==> config.mk <==
export PLATFORM = sky130hd
export DESIGN_NAME = segment_point_sampler_unit
export DESIGN_NICKNAME = d
export VERILOG_FILES = /design/src/sps_pkg.sv /design/src/sps_mult.sv /design/src/sps_sub_unit.sv /design/src/segment_point_sampler_unit.sv
export SDC_FILE = /design/constraint.sdc
export NUM_CORES = 2
export LEC_CHECK = 0
export BUFFER_PORTS_ARGS = -buffer_cell sky130_fd_sc_hd__clkbuf_2
export CAP_MARGIN = 5
export CORE_ASPECT_RATIO = 0.7
export CORE_MARGIN = 4
export CORE_UTILIZATION = 55
export DETAILED_ROUTE_END_ITERATION = 10
export GPL_TIMING_DRIVEN = 0
export PLACE_DENSITY = 0.76
export SKIP_CTS_REPAIR_TIMING = 1
export SYNTH_ARGS = -nofsm -noshare
export SYNTH_HDL_FRONTEND = slang
export SYNTH_SLANG_ARGS = --single-unit
==> constraint.sdc <==
create_clock -name clock -period 8.25 [get_ports clock]
set_clock_uncertainty 0.1 [all_clocks]
set_input_delay 0.4125 -clock clock [delete_from_list [all_inputs] [get_ports clock]]
set_output_delay 0.4125 -clock clock [all_outputs]
set_load 0.02 [all_outputs]
==> src/sps_pkg.sv <==
// Shared types and constants for the segment point sampler.
package sps_pkg;

   localparam int COORD_BITS_DEF  = 12;
   localparam int MAX_RESULTS_DEF = 64;
   localparam int SPACING_BITS    = 12;
   localparam int FRAC_BITS       = 8;
   localparam int CSR_ADDR_BITS   = 3;
   localparam int CSR_DATA_BITS   = 32;

   localparam logic [SPACING_BITS-1:0] SPACING_RESET = 12'd16;

   // register index of point_spacing
   localparam logic REG_POINT_SPACING = 1'b0;

   typedef enum logic [3:0] {
      ST_IDLE,
      ST_SQ_X,
      ST_SQ_Y,
      ST_SUM,
      ST_SQRT,
      ST_CHK,
      ST_CMP,
      ST_DIV_LOAD,
      ST_DIV_RUN,
      ST_DIV_DONE,
      ST_EMIT
   } state_type;

   typedef enum logic [2:0] {
      MUL_ADX_SQ,
      MUL_ADY_SQ,
      MUL_NS_SQ,
      MUL_ADX_NS,
      MUL_ADY_NS
   } mul_sel_type;

   typedef struct packed {
      logic        req_ready;
      logic        rsp_valid;
      mul_sel_type mul_sel;
      logic        step_div;
   } ctrl_type;

endpackage

==> src/sps_mult.sv <==
// Shared registered multiplier of the segment point sampler.
module sps_mult #(
   parameter int WIDTH = 18
) (
   input  logic               clock,
   input  logic [WIDTH-1:0]   op_a,
   input  logic [WIDTH-1:0]   op_b,
   output logic [2*WIDTH-1:0] prod_ff
);

   logic [2*WIDTH-1:0] prod_in;

   assign prod_in = (2*WIDTH)'(op_a) * (2*WIDTH)'(op_b);

   always_ff @(posedge clock) begin
      prod_ff <= prod_in;
   end

endmodule

==> src/sps_sub_unit.sv <==
// Shared compare and subtract unit for root and quotient digit steps.
module sps_sub_unit #(
   parameter int WIDTH = 24
) (
   input  logic [WIDTH-1:0] op_a,
   input  logic [WIDTH-1:0] op_b,
   output logic             ge,
   output logic [WIDTH-1:0] diff
);

   logic [WIDTH:0] wide_diff;

   // borrow out of the extended subtract gives the compare
   assign wide_diff = {1'b0, op_a} - {1'b0, op_b};
   assign ge        = ~wide_diff[WIDTH];
   assign diff      = wide_diff[WIDTH-1:0];

endmodule

==> src/segment_point_sampler_unit.sv <==
// Top level of the segment point sampler: sequencer, datapath and register port.
//
//  channel | direction | handshake              | payload
//  --------+-----------+------------------------+-----------------------------------------
//  req     | in        | req_valid / req_ready  | x_start, y_start, x_end, y_end
//  rsp     | out       | rsp_valid / rsp_ready  | point_x, point_y, last, empty_segment, clipped
//  csr     | in        | psel, penable, pready  | paddr, pwdata, prdata (point_spacing)
//
// One segment at a time; req_ready is high only while idle. All-zero segment: one
// result, the empty marker. Otherwise squaring, then the square root (one root bit
// per cycle on the shared subtractor), then per sample two divisions of COORD_BITS+1
// quotient bits each; a sample at the start point and the end point take no
// division, and any rsp stall adds to the total.
// Reset is synchronous and clears the sequencer and point_spacing (to 16).
// A stalled result holds in the output registers until taken.
module segment_point_sampler_unit
   import sps_pkg::*;
#(
   parameter int MAX_RESULTS = MAX_RESULTS_DEF,
   parameter int COORD_BITS  = COORD_BITS_DEF
) (
   input  logic                     clock,
   input  logic                     reset,
   // segment in
   input  logic                     req_valid,
   output logic                     req_ready,
   input  logic [COORD_BITS-1:0]    req_x_start,
   input  logic [COORD_BITS-1:0]    req_y_start,
   input  logic [COORD_BITS-1:0]    req_x_end,
   input  logic [COORD_BITS-1:0]    req_y_end,
   // points out
   output logic                     rsp_valid,
   input  logic                     rsp_ready,
   output logic [COORD_BITS-1:0]    rsp_point_x,
   output logic [COORD_BITS-1:0]    rsp_point_y,
   output logic                     rsp_last,
   output logic                     rsp_empty_segment,
   output logic                     rsp_clipped,
   // register port
   input  logic                     psel,
   input  logic                     penable,
   input  logic                     pwrite,
   input  logic [CSR_ADDR_BITS-1:0] paddr,
   input  logic [CSR_DATA_BITS-1:0] pwdata,
   output logic [CSR_DATA_BITS-1:0] prdata,
   output logic                     pready
);

   // sample counter and running n*spacing
   localparam int CNT_W  = $clog2(MAX_RESULTS);
   localparam int NS_W   = CNT_W + SPACING_BITS;
   // multiplier operand and product
   localparam int MW     = (COORD_BITS > NS_W) ? COORD_BITS : NS_W;
   localparam int PW     = 2 * MW;
   // squared length, fixed point length, radicand
   localparam int L2_W   = 2 * COORD_BITS + 1;
   localparam int RW     = COORD_BITS + FRAC_BITS + 1;
   localparam int VW     = 2 * RW;
   // shared subtractor width, covers root and division remainders
   localparam int W      = RW + 3;
   // dividend and quotient
   localparam int NUM_W  = COORD_BITS + NS_W + FRAC_BITS;
   localparam int QW     = COORD_BITS + 1;
   localparam int BIGW   = (NUM_W > W) ? NUM_W : W;
   localparam int SC_W   = $clog2(RW);
   localparam int CMPW   = (PW > L2_W) ? PW : L2_W;

   localparam logic [CNT_W-1:0] LAST_SLOT = CNT_W'(MAX_RESULTS - 1);
   localparam logic [SC_W-1:0]  SQRT_LAST = SC_W'(RW - 1);
   localparam logic [SC_W-1:0]  DIV_LAST  = SC_W'(QW - 1);

   state_type state_ff, state_in;
   ctrl_type  ctrl;

   logic [SPACING_BITS-1:0] spacing_ff, spacing_in;

   logic [COORD_BITS-1:0] xs_ff, ys_ff, xe_ff, ye_ff;
   logic [COORD_BITS-1:0] xs_in, ys_in, xe_in, ye_in;
   logic [L2_W-1:0]       l2_ff, l2_in;
   logic [VW-1:0]         v_ff, v_in;
   logic [W-1:0]          r_ff, r_in;
   logic [RW-1:0]         q_ff, q_in;      // root, then segment length
   logic [NUM_W-1:0]      num_ff, num_in;
   logic [QW-1:0]         quot_ff, quot_in;
   logic [SC_W-1:0]       step_ff, step_in;
   logic [CNT_W-1:0]      n_ff, n_in;
   logic [NS_W-1:0]       ns_ff, ns_in;
   logic                  sel_y_ff, sel_y_in;
   logic                  fin_ff, fin_in;
   logic [COORD_BITS-1:0] px_ff, px_in, py_ff, py_in;
   logic                  last_ff, last_in, empty_ff, empty_in, clip_ff, clip_in;

   logic                  req_take, rsp_take, all_zero;
   logic                  xneg, yneg;
   logic [COORD_BITS-1:0] adx, ady, off, x_off, y_off;
   logic [MW-1:0]         mul_a, mul_b;
   logic [PW-1:0]         prod_ff;
   logic [W-1:0]          sub_a, sub_b, sub_diff;
   logic                  sub_ge;
   logic [L2_W-1:0]       l2_sum;
   logic [NUM_W-1:0]      num_load;
   logic [BIGW-1:0]       rem_init;
   logic                  over, at_limit, no_div, step_done;
   logic                  csr_write;

   // ---------------------------------------------------------------- register port
   assign pready    = 1'b1;
   assign csr_write = psel && penable && pwrite && pready;
   assign prdata    = (paddr[2] == REG_POINT_SPACING) ? CSR_DATA_BITS'(spacing_ff) : '0;

   always_comb begin
      spacing_in = spacing_ff;
      if (csr_write && (paddr[2] == REG_POINT_SPACING)) begin
         spacing_in = pwdata[SPACING_BITS-1:0];
      end
   end

   // ---------------------------------------------------------------- shared units
   sps_mult #(
      .WIDTH (MW)
   ) u_mult (
      .clock   (clock),
      .op_a    (mul_a),
      .op_b    (mul_b),
      .prod_ff (prod_ff)
   );

   sps_sub_unit #(
      .WIDTH (W)
   ) u_sub (
      .op_a (sub_a),
      .op_b (sub_b),
      .ge   (sub_ge),
      .diff (sub_diff)
   );

   // ---------------------------------------------------------------- conditions
   assign req_take = req_valid && ctrl.req_ready;
   assign rsp_take = ctrl.rsp_valid && rsp_ready;
   assign all_zero = (req_x_start == '0) && (req_y_start == '0) &&
                     (req_x_end == '0) && (req_y_end == '0);

   assign xneg = xe_ff < xs_ff;
   assign yneg = ye_ff < ys_ff;
   assign adx  = xneg ? (xs_ff - xe_ff) : (xe_ff - xs_ff);
   assign ady  = yneg ? (ys_ff - ye_ff) : (ye_ff - ys_ff);

   assign l2_sum    = l2_ff + L2_W'(prod_ff);
   assign over      = CMPW'(prod_ff) > CMPW'(l2_ff);
   assign at_limit  = n_ff == LAST_SLOT;
   assign no_div    = (ns_ff == '0) || (q_ff == '0);
   assign step_done = step_ff == '0;

   // dividend = |d| * ns * 256; quotient is known to fit in COORD_BITS+1 bits,
   // so the top part starts as the remainder
   assign num_load = {prod_ff[COORD_BITS+NS_W-1:0], FRAC_BITS'(0)};
   assign rem_init = BIGW'(num_load >> QW);

   assign off   = quot_ff[COORD_BITS-1:0];
   assign x_off = xneg ? (xs_ff - off) : (xs_ff + off);
   assign y_off = yneg ? (ys_ff - off) : (ys_ff + off);

   always_comb begin
      unique case (ctrl.mul_sel)
         MUL_ADX_SQ: begin
            mul_a = MW'(adx);
            mul_b = MW'(adx);
         end
         MUL_ADY_SQ: begin
            mul_a = MW'(ady);
            mul_b = MW'(ady);
         end
         MUL_NS_SQ: begin
            mul_a = MW'(ns_ff);
            mul_b = MW'(ns_ff);
         end
         MUL_ADX_NS: begin
            mul_a = MW'(adx);
            mul_b = MW'(ns_ff);
         end
         MUL_ADY_NS: begin
            mul_a = MW'(ady);
            mul_b = MW'(ns_ff);
         end
         default: begin
            mul_a = '0;
            mul_b = '0;
         end
      endcase
   end

   // root step brings in two radicand bits; division step brings in one dividend bit
   always_comb begin
      if (ctrl.step_div) begin
         sub_a = {r_ff[W-2:0], num_ff[COORD_BITS]};
         sub_b = W'(q_ff);
      end else begin
         sub_a = {r_ff[W-3:0], v_ff[VW-1 -: 2]};
         sub_b = W'({q_ff, 2'b01});
      end
   end

   // ---------------------------------------------------------------- next state
   always_comb begin
      state_in = state_ff;
      unique case (state_ff)
         ST_IDLE: begin
            if (req_take) begin
               state_in = all_zero ? ST_EMIT : ST_SQ_X;
            end
         end
         ST_SQ_X:     state_in = ST_SQ_Y;
         ST_SQ_Y:     state_in = ST_SUM;
         ST_SUM:      state_in = ST_SQRT;
         ST_SQRT: begin
            if (step_done) begin
               state_in = ST_CHK;
            end
         end
         ST_CHK:      state_in = ST_CMP;
         ST_CMP: begin
            if (over || at_limit || no_div) begin
               state_in = ST_EMIT;
            end else begin
               state_in = ST_DIV_LOAD;
            end
         end
         ST_DIV_LOAD: state_in = ST_DIV_RUN;
         ST_DIV_RUN: begin
            if (step_done) begin
               state_in = ST_DIV_DONE;
            end
         end
         ST_DIV_DONE: state_in = sel_y_ff ? ST_EMIT : ST_DIV_LOAD;
         ST_EMIT: begin
            if (rsp_take) begin
               state_in = fin_ff ? ST_IDLE : ST_CHK;
            end
         end
         default:     state_in = ST_IDLE;
      endcase
   end

   // ---------------------------------------------------------------- sequencer outputs
   always_comb begin
      ctrl           = '0;
      ctrl.mul_sel   = MUL_NS_SQ;
      unique case (state_ff)
         ST_IDLE:     ctrl.req_ready = 1'b1;
         ST_SQ_X:     ctrl.mul_sel   = MUL_ADX_SQ;
         ST_SQ_Y:     ctrl.mul_sel   = MUL_ADY_SQ;
         ST_CMP:      ctrl.mul_sel   = MUL_ADX_NS;
         ST_DIV_DONE: ctrl.mul_sel   = MUL_ADY_NS;
         ST_DIV_RUN:  ctrl.step_div  = 1'b1;
         ST_EMIT:     ctrl.rsp_valid = 1'b1;
         default:     ctrl.mul_sel   = MUL_NS_SQ;
      endcase
   end

   // ---------------------------------------------------------------- datapath
   always_comb begin
      xs_in    = xs_ff;
      ys_in    = ys_ff;
      xe_in    = xe_ff;
      ye_in    = ye_ff;
      l2_in    = l2_ff;
      v_in     = v_ff;
      r_in     = r_ff;
      q_in     = q_ff;
      num_in   = num_ff;
      quot_in  = quot_ff;
      step_in  = step_ff;
      n_in     = n_ff;
      ns_in    = ns_ff;
      sel_y_in = sel_y_ff;
      fin_in   = fin_ff;
      px_in    = px_ff;
      py_in    = py_ff;
      last_in  = last_ff;
      empty_in = empty_ff;
      clip_in  = clip_ff;
      unique case (state_ff)
         ST_IDLE: begin
            if (req_take) begin
               xs_in    = req_x_start;
               ys_in    = req_y_start;
               xe_in    = req_x_end;
               ye_in    = req_y_end;
               // empty marker; goes straight out for an all-zero segment
               px_in    = '0;
               py_in    = '0;
               last_in  = 1'b1;
               empty_in = 1'b1;
               clip_in  = 1'b0;
               fin_in   = 1'b1;
            end
         end
         ST_SQ_X: begin
         end
         ST_SQ_Y: begin
            l2_in = L2_W'(prod_ff);
         end
         ST_SUM: begin
            l2_in   = l2_sum;
            v_in    = VW'(l2_sum) << (2 * FRAC_BITS);
            r_in    = '0;
            q_in    = '0;
            step_in = SQRT_LAST;
         end
         ST_SQRT: begin
            r_in    = sub_ge ? sub_diff : sub_a;
            q_in    = {q_ff[RW-2:0], sub_ge};
            v_in    = v_ff << 2;
            step_in = step_ff - 1'b1;
            n_in    = '0;
            ns_in   = '0;
         end
         ST_CHK: begin
            sel_y_in = 1'b0;
         end
         ST_CMP: begin
            empty_in = 1'b0;
            if (over || at_limit) begin
               // end point; clipped when one more sample would still fit
               px_in   = xe_ff;
               py_in   = ye_ff;
               last_in = 1'b1;
               clip_in = !over;
               fin_in  = 1'b1;
            end else if (no_div) begin
               px_in   = xs_ff;
               py_in   = ys_ff;
               last_in = 1'b0;
               clip_in = 1'b0;
               fin_in  = 1'b0;
            end
         end
         ST_DIV_LOAD: begin
            num_in  = num_load;
            r_in    = rem_init[W-1:0];
            quot_in = '0;
            step_in = DIV_LAST;
         end
         ST_DIV_RUN: begin
            r_in    = sub_ge ? sub_diff : sub_a;
            quot_in = {quot_ff[QW-2:0], sub_ge};
            num_in  = num_ff << 1;
            step_in = step_ff - 1'b1;
         end
         ST_DIV_DONE: begin
            if (sel_y_ff) begin
               py_in   = y_off;
               last_in = 1'b0;
               clip_in = 1'b0;
               fin_in  = 1'b0;
            end else begin
               px_in    = x_off;
               sel_y_in = 1'b1;
            end
         end
         ST_EMIT: begin
            if (rsp_take && !fin_ff) begin
               n_in  = n_ff + 1'b1;
               ns_in = ns_ff + NS_W'(spacing_ff);
            end
         end
         default: begin
         end
      endcase
   end

   // ---------------------------------------------------------------- registers
   always_ff @(posedge clock) begin
      if (reset) begin
         state_ff   <= ST_IDLE;
         spacing_ff <= SPACING_RESET;
      end else begin
         state_ff   <= state_in;
         spacing_ff <= spacing_in;
      end
   end

   always_ff @(posedge clock) begin
      xs_ff    <= xs_in;
      ys_ff    <= ys_in;
      xe_ff    <= xe_in;
      ye_ff    <= ye_in;
      l2_ff    <= l2_in;
      v_ff     <= v_in;
      r_ff     <= r_in;
      q_ff     <= q_in;
      num_ff   <= num_in;
      quot_ff  <= quot_in;
      step_ff  <= step_in;
      n_ff     <= n_in;
      ns_ff    <= ns_in;
      sel_y_ff <= sel_y_in;
      fin_ff   <= fin_in;
      px_ff    <= px_in;
      py_ff    <= py_in;
      last_ff  <= last_in;
      empty_ff <= empty_in;
      clip_ff  <= clip_in;
   end

   // ---------------------------------------------------------------- outputs
   assign req_ready         = ctrl.req_ready;
   assign rsp_valid         = ctrl.rsp_valid;
   assign rsp_point_x       = px_ff;
   assign rsp_point_y       = py_ff;
   assign rsp_last          = last_ff;
   assign rsp_empty_segment = empty_ff;
   assign rsp_clipped       = clip_ff;

`ifndef SYNTHESIS
   a_no_accept_while_pending : assert property (@(posedge clock) disable iff (reset)
      req_ready |-> !rsp_valid)
      else $error("segment taken while a point is pending");

   a_empty_is_last : assert property (@(posedge clock) disable iff (reset)
      rsp_valid && rsp_empty_segment |-> rsp_last)
      else $error("empty marker not flagged last");

   a_clip_is_last : assert property (@(posedge clock) disable iff (reset)
      rsp_valid && rsp_clipped |-> rsp_last && !rsp_empty_segment)
      else $error("clip flag on a non-final point");

   a_idle_after_last : assert property (@(posedge clock) disable iff (reset)
      rsp_valid && rsp_ready && rsp_last |=> req_ready)
      else $error("not idle after final point");

   a_sample_count : assert property (@(posedge clock) disable iff (reset)
      rsp_valid && !rsp_last |-> n_ff != LAST_SLOT)
      else $error("sample emitted beyond the result limit");
`endif

endmodule
After elaboration in Yosys (flattened, before gate mapping)
Cells that the tools add are included.
{ "totals": {"regBits": 293, "input_bits": 90, "output_inout_bits": 62, "elab_cells": 158} }
{ "op_classes": {"add_sub_neg": 13, "multipliers": 1, "n_lt_le_gt_ge": 3, "n_eq_ne": 23, "n_mux": 53, "n_bitwise": 2, "n_reduce_logical": 41} }
{ "op_table": {"columns": ["cell", "count"], "rows": [
  ["$mux W12", 12],
  ["$pmux W18 S3", 2],
  ["$pmux W42 S2", 1],
  ["$pmux W12 S3", 2],
  ["$sub A12 B12 Y12", 6],
  ["$pmux W23 S3", 1],
  ["$pmux W25 S2", 1],
  ["$logic_not A12 Y1", 4],
  ["$mux W23", 2],
  ["$pmux W4 S11", 1],
  ["$pmux W21 S2", 1],
  ["$gt A36 B25 Y1", 1],
  ["$mul A18 B18 Y36", 1],
  ["$pmux W18 S2", 1],
  ["$mux W4", 7],
  ["$pmux W13 S2", 1],
  ["$add A25 B25 Y25", 1],
  ["$sub A24 B23 Y25", 1],
  ["$add A12 B12 Y12", 2],
  ["$lt A12 B12 Y1", 2],
  ["$mux W24", 1],
  ["$pmux W12 S2", 1],
  ["$logic_not A21 Y1", 1],
  ["$add A18 B12 Y18", 1],
  ["35 further kinds", 82]
]} }

Depth between registers and ports, before layout
{ "logic_depth": {"depth_word": 7, "ltp_mapped": 40, "mapped_depth_nobuf": 37} }

Modules after synthesis
A second synthesis with hierarchy kept.
{ "hier_totals": {"hier_cells": 3247, "area_unflattened_um2": 29447.0} }
{ "modules_own_cells": {"columns": ["mod", "instances", "cells_per_inst", "area_per_inst_um2", "seq_area_each_um2"], "rows": [
  ["segment_point_sampler_unit", 1, 1784, 16724.8, 6836.6],
  ["sps_mult", 1, 1267, 11377.2, 720.7],
  ["sps_sub_unit", 1, 196, 1345.0, 0.0]
]} }

Least setup slack after synthesis
Ideal clock, no wire load.
{ "synth_path": {"path_type": "register -> register", "start": "register xe_ff[0]", "end": "register u_mult.prod_ff[35]", "setup_ns": 0.120, "t_arrival_ns": 8.637, "required_time_ns": 8.030, "setup_slack_ns": -0.607, "path_stages_with_launch": 38, "path_buffers": 2, "synth_period_minus_slack_ns": 8.857, "path_cell_list": "edfxtp_1 -> inv_1 -> ha_1 -> inv_1 -> fa_1 -> a21o_1 -> a21oi_1 -> o21ai_1 -> o41ai_2 -> buf_6 -> buf_2 -> mux2i_1 -> nand2_1 -> o221a_2 -> o221ai_1 -> nand2_1 -> fa_1 -> inv_1 -> (+2 left out) -> fa_1 -> inv_1 -> fa_1 -> fa_1 -> inv_1 -> fa_1 -> inv_1 -> ha_1 -> and4_1 -> a221oi_1 -> o21ai_0 -> o211ai_1 -> o21ba_2 -> o21bai_1 -> a211o_1 -> a211oi_1 -> a21oi_1 -> xnor2_1"} }
{ "synth_between": {"elab_chain_len": 4, "elab_cells_between_ends": 7, "classes_between": "add/sub (2); mul (1); order compare (1); mux (3)"} }
{ "synth_rtl": {"columns": ["item", "line", "source"], "rows": [
  ["start: declaration", "segment_point_sampler_unit.sv:77", "logic [COORD_BITS-1:0] xs_ff, ys_ff, xe_ff, ye_ff;"],
  ["start signal: assignment", "segment_point_sampler_unit.sv:386", "xe_ff <= xe_in;"],
  ["$sub A12 B12 Y12 or $lt A12 B12 Y1 (tied branches)", "segment_point_sampler_unit.sv:145, segment_point_sampler_unit.sv:143", null],
  ["$mux W12 *", "segment_point_sampler_unit.sv:145", "assign adx = xneg ? (xs_ff - xe_ff) : (xe_ff - xs_ff);"],
  ["$pmux W18 S3", "segment_point_sampler_unit.sv:164", "unique case (ctrl.mul_sel)"],
  ["$mul A18 B18 Y36 *", "sps_mult.sv:13", "assign prod_in = (2*WIDTH)'(op_a) * (2*WIDTH)'(op_b);"],
  ["named net u_mult.prod_in[35]", "sps_mult.sv:11", "logic [2*WIDTH-1:0] prod_in;"],
  ["end signal: assignment", "sps_mult.sv:16", "prod_ff <= prod_in;"],
  ["end: declaration", "sps_mult.sv:8", "output logic [2*WIDTH-1:0] prod_ff"]
]} }
The timed path passes the listed nets; every way through them passes the cells marked *.
A chain may end at the register's enable or synchronous reset.

Final worst setup path
{ "layout_path": {"start": "register xs_ff[9]", "end": "register u_mult.prod_ff[35]"} }
{ "layout_between": {"elab_chain_len": 4, "elab_cells_between_ends": 7, "classes_between": "add/sub (2); mul (1); order compare (1); mux (3)"} }
{ "layout_rtl": {"columns": ["item", "line", "source"], "rows": [
  ["start: declaration", "segment_point_sampler_unit.sv:77", null],
  ["start signal: assignment", "segment_point_sampler_unit.sv:384", "xs_ff <= xs_in;"],
  ["$sub A12 B12 Y12 or $lt A12 B12 Y1 (tied branches)", "segment_point_sampler_unit.sv:145, segment_point_sampler_unit.sv:143", null],
  ["$mux W12 *", "segment_point_sampler_unit.sv:145", null],
  ["$pmux W18 S3", "segment_point_sampler_unit.sv:164", null],
  ["$mul A18 B18 Y36 *", "sps_mult.sv:13", null],
  ["named net u_mult.prod_in[35]", "sps_mult.sv:11", null]
]} }
Marks and branches as above.

==> impl_metrics.env <==
export IMPL_avgRoutedWirePerCell_um=20.2
export IMPL_die_w_um=280
export IMPL_synth_top_area_share_pct=22.9
export IMPL_violations="setup timing"
export IMPL_cts_tree="done"
export IMPL_io_pin_count=152
export IMPL_drc=0
export IMPL_htreeDepth=1
export IMPL_rsz0062_at_grt="yes"
export IMPL_crit_arrival_ns=9.61
export IMPL_postRouteAntennaNets=0
export IMPL_ys_warnings_count=0
export IMPL_tns_ns=-9.59
export IMPL_layout_setup_ws_ns=-0.988
export IMPL_synthArstFlopShare_pct=0
export IMPL_viasPerCell=5.87
export IMPL_clk_pin_slew_worst_paths_ns=0.07
export IMPL_drv_cap=0
export IMPL_end_kind="flop"
export IMPL_initial_utilization_pct=55.8
export IMPL_crit_top_cell="fa_1"
export IMPL_ir_drop_mv=0.196
export IMPL_rows=69
export IMPL_clock_sinks=269
export IMPL_antenna_found_initial=3
export IMPL_crit_fanout=10
export IMPL_die_y_um=198
export IMPL_hold_viol=0
export IMPL_hp_class="in -> reg"
export IMPL_core_area_um2=50900
export IMPL_grt_pass1_wl_um=123000
export IMPL_timing_hold_ws_ns=0.0907
export IMPL_synth_area_per_cell_um2=9.08
export IMPL_cts_buffers=28
export IMPL_max_stage_delay_ns=0.54
export IMPL_yosys_top_cells_count="447 x inv_1, 396 x nand2_1, 298 x nor2_1"
export IMPL_crit_slowest_cell="fa_1"
export IMPL_setup_viol=18
export IMPL_drive_gt1_share_pct=12.7
export IMPL_grt_overflow_total=0
export IMPL_globalRouteTotalUtil_pct=28.1
export IMPL_dp_hpwl_um=62500
export IMPL_grt_pass1_vias=22100
export IMPL_gp_congestion=0.981
export IMPL_grt_max_degree=45
export IMPL_netlist_area_um2=28400
export IMPL_cp_start_kind="flop"
export IMPL_via_count=24200
export IMPL_relSlewSlack_pct=22.5
export IMPL_nFillCells=3954
export IMPL_nets=4044
export IMPL_ys_ff_latch=269
export IMPL_yosys_most_used_dff="edfxtp_1"
export IMPL_wirelength_um=83200
export IMPL_insertion_delay_ns=0.59
export IMPL_portBuffers=108
export IMPL_slew_viol_final=0
export IMPL_synth_most_common_cell="inv_1"
export IMPL_worst_path_buf_inv=9
export IMPL_status="finished with violations"
export IMPL_cts_buffer_depth=3
export IMPL_synthTopCellsByArea="edfxtp_1 23%, fa_1 19%, ha_1 12%"
export IMPL_synth_edf_count=217
export IMPL_cts_root_buf="clkbuf_16"
export IMPL_netlist_instances=3126
export IMPL_dr_pass1_iters=6
export IMPL_syn_to_final_growth_pct=16.9
export IMPL_crit_family="adder cells"
export IMPL_p_leak_nw=15.2
export IMPL_crit_type="reg -> reg"
export IMPL_ys_types=79
export IMPL_layout_min_cycle_time_ns=9.24
export IMPL_worstPathRequired_ns=8.62
export IMPL_fin_crit_sh_pct=112
export IMPL_yosys_area_top_type="edfxtp_1"
export IMPL_drt_initial_drc_count=3101
export IMPL_max_slew_worst_pin_slew_ns=1.16
export IMPL_max_freq_mhz=108
export IMPL_power_density_nw_per_um2=238
export IMPL_yosysSeqAreaShare_pct=26.6
export IMPL_die_area_um2=55400
-- per-stage QoR --
step	instance area (um^2)	worst slack (ns)	std cells	util, %	total power [mW]
after global placement	30000	-1.59	3927	59.0	5.67
after global routing	33200	-1.32	4119	65.2	8.41
after floorplan	28700	-0.194	3145	-	4.72
final	33200	-0.988	4119	65.2	7.89
after detailed placement	30100	-1.75	3930	59.1	5.77
after CTS	31100	-1.72	3981	61.0	7.13
-- routing by layer --
layer	vias up	track usage (%)	wire [um]
li1	11000	-	-
met1	11500	43.9	36300
met2	1437	40.2	34700
met3	197	5.59	9750
met4	4	6.55	2440
met5	-	0	27
-- sequential cells by signal, summed over array words and instances (netlist names), 4 cells and up --
| signal | cells |
|---|---|
| u_mult.prod_ff | 36 |
| v_ff | 26 |
| l2_ff | 25 |
| r_ff | 23 |
| q_ff | 21 |
| ns_ff | 18 |
| quot_ff | 12 |
| rsp_point_x | 12 |
| rsp_point_y | 12 |
| spacing_ff | 12 |
| xe_ff | 12 |
| xs_ff | 12 |
| ye_ff | 12 |
| ys_ff | 12 |
| n_ff | 6 |
| num_ff | 5 |
| step_ff | 5 |
| state_ff | 4 |
-- cells by family (layout without fill, tap and decap cells) --
| logic type | after synthesis | count (layout) | synth area share, % |
|---|---|---|---|
| AOI/OAI and AO/OA | 542 | 543 | 12.6 |
| xor gates and xnor gates | 142 | 142 | 4.38 |
| adders and majority gates | 531 | 531 | 30.4 |
| buffers and inverters | 580 | 878 | 8.06 |
| DFF | 269 | 269 | 26.6 |
| muxes | 59 | 59 | 2.12 |
| other | 2 | 22 | 0.0264 |
| and+or+nand+nor | 1001 | 1001 | 15.8 |
-- worst register-to-register path: cells and delay by family (launching register included) --
kind | cells | cell delay (ns)
fa+ha+maj | 8 | 3.59
compound gates | 14 | 3.08
buf+inv | 9 | 0.97
simple gates | 3 | 0.54
flops | 1 | 0.45
mux | 1 | 0.28
xor+xnor | 1 | 0.13
-- power breakdown --
group | switching [mW] | internal [mW] | leakage, nW
Combinational | 2.66 | 1.92 | 12.2
Sequential | 0.218 | 1.74 | 2.50
Clock | 0.577 | 0.780 | 0.472
-- cell type report --
| cell class | instances | area (um^2) | share of cell area [%] |
|---|---|---|---|
| Antenna cell | 1 | 2.50 | 0.00754 |
| Inverter | 449 | 1690 | 5.08 |
| Timing Repair Buffer | 253 | 1940 | 5.84 |
| Sequential cell | 269 | 7560 | 22.8 |
| Tap cell | 674 | 843 | 2.54 |
| Multi-Input combinational cell | 2297 | 19600 | 58.9 |
| Clock buffer | 38 | 810 | 2.44 |
| Clock inverter | 13 | 151 | 0.456 |
| Buffer | 125 | 651 | 1.96 |
-- final timing paths --
kind | end | slack, ns | cells after the start | from
max | u_mult.prod_ff[35] | -0.99 | 36 | xs_ff[9]
min | spacing_ff[1] | 0.09 | 2 | reset
max reg2reg | u_mult.prod_ff[35] | -0.99 | 36 | xs_ff[9]
min reg2reg | spacing_ff[9] | 0.38 | 2 | spacing_ff[9]
-- layout by cell type (no fill, tap or decap), types with 38 or more instances in the layout --
master | netlist | routed
mux2i_1 | 49 | 45
dfxtp_1 | 52 | 52
dlygate4sd3_1 | 0 | 60
xnor2_1 | 100 | 95
edfxtp_1 | 217 | 217
and2_1 | 44 | 42
buf_4 | 22 | 90
ha_1 | 266 | 251
clkbuf_2 | 0 | 114
a21oi_1 | 179 | 165
nor2_1 | 298 | 290
nand2_1 | 396 | 391
o21ai_0 | 104 | 98
nand2b_1 | 46 | 45
xor2_1 | 42 | 38
clkbuf_1 | 84 | 74
nand3_1 | 41 | 38
fa_1 | 265 | 258
inv_1 | 447 | 434
Note: power is estimated with default switching activity, not from simulation.
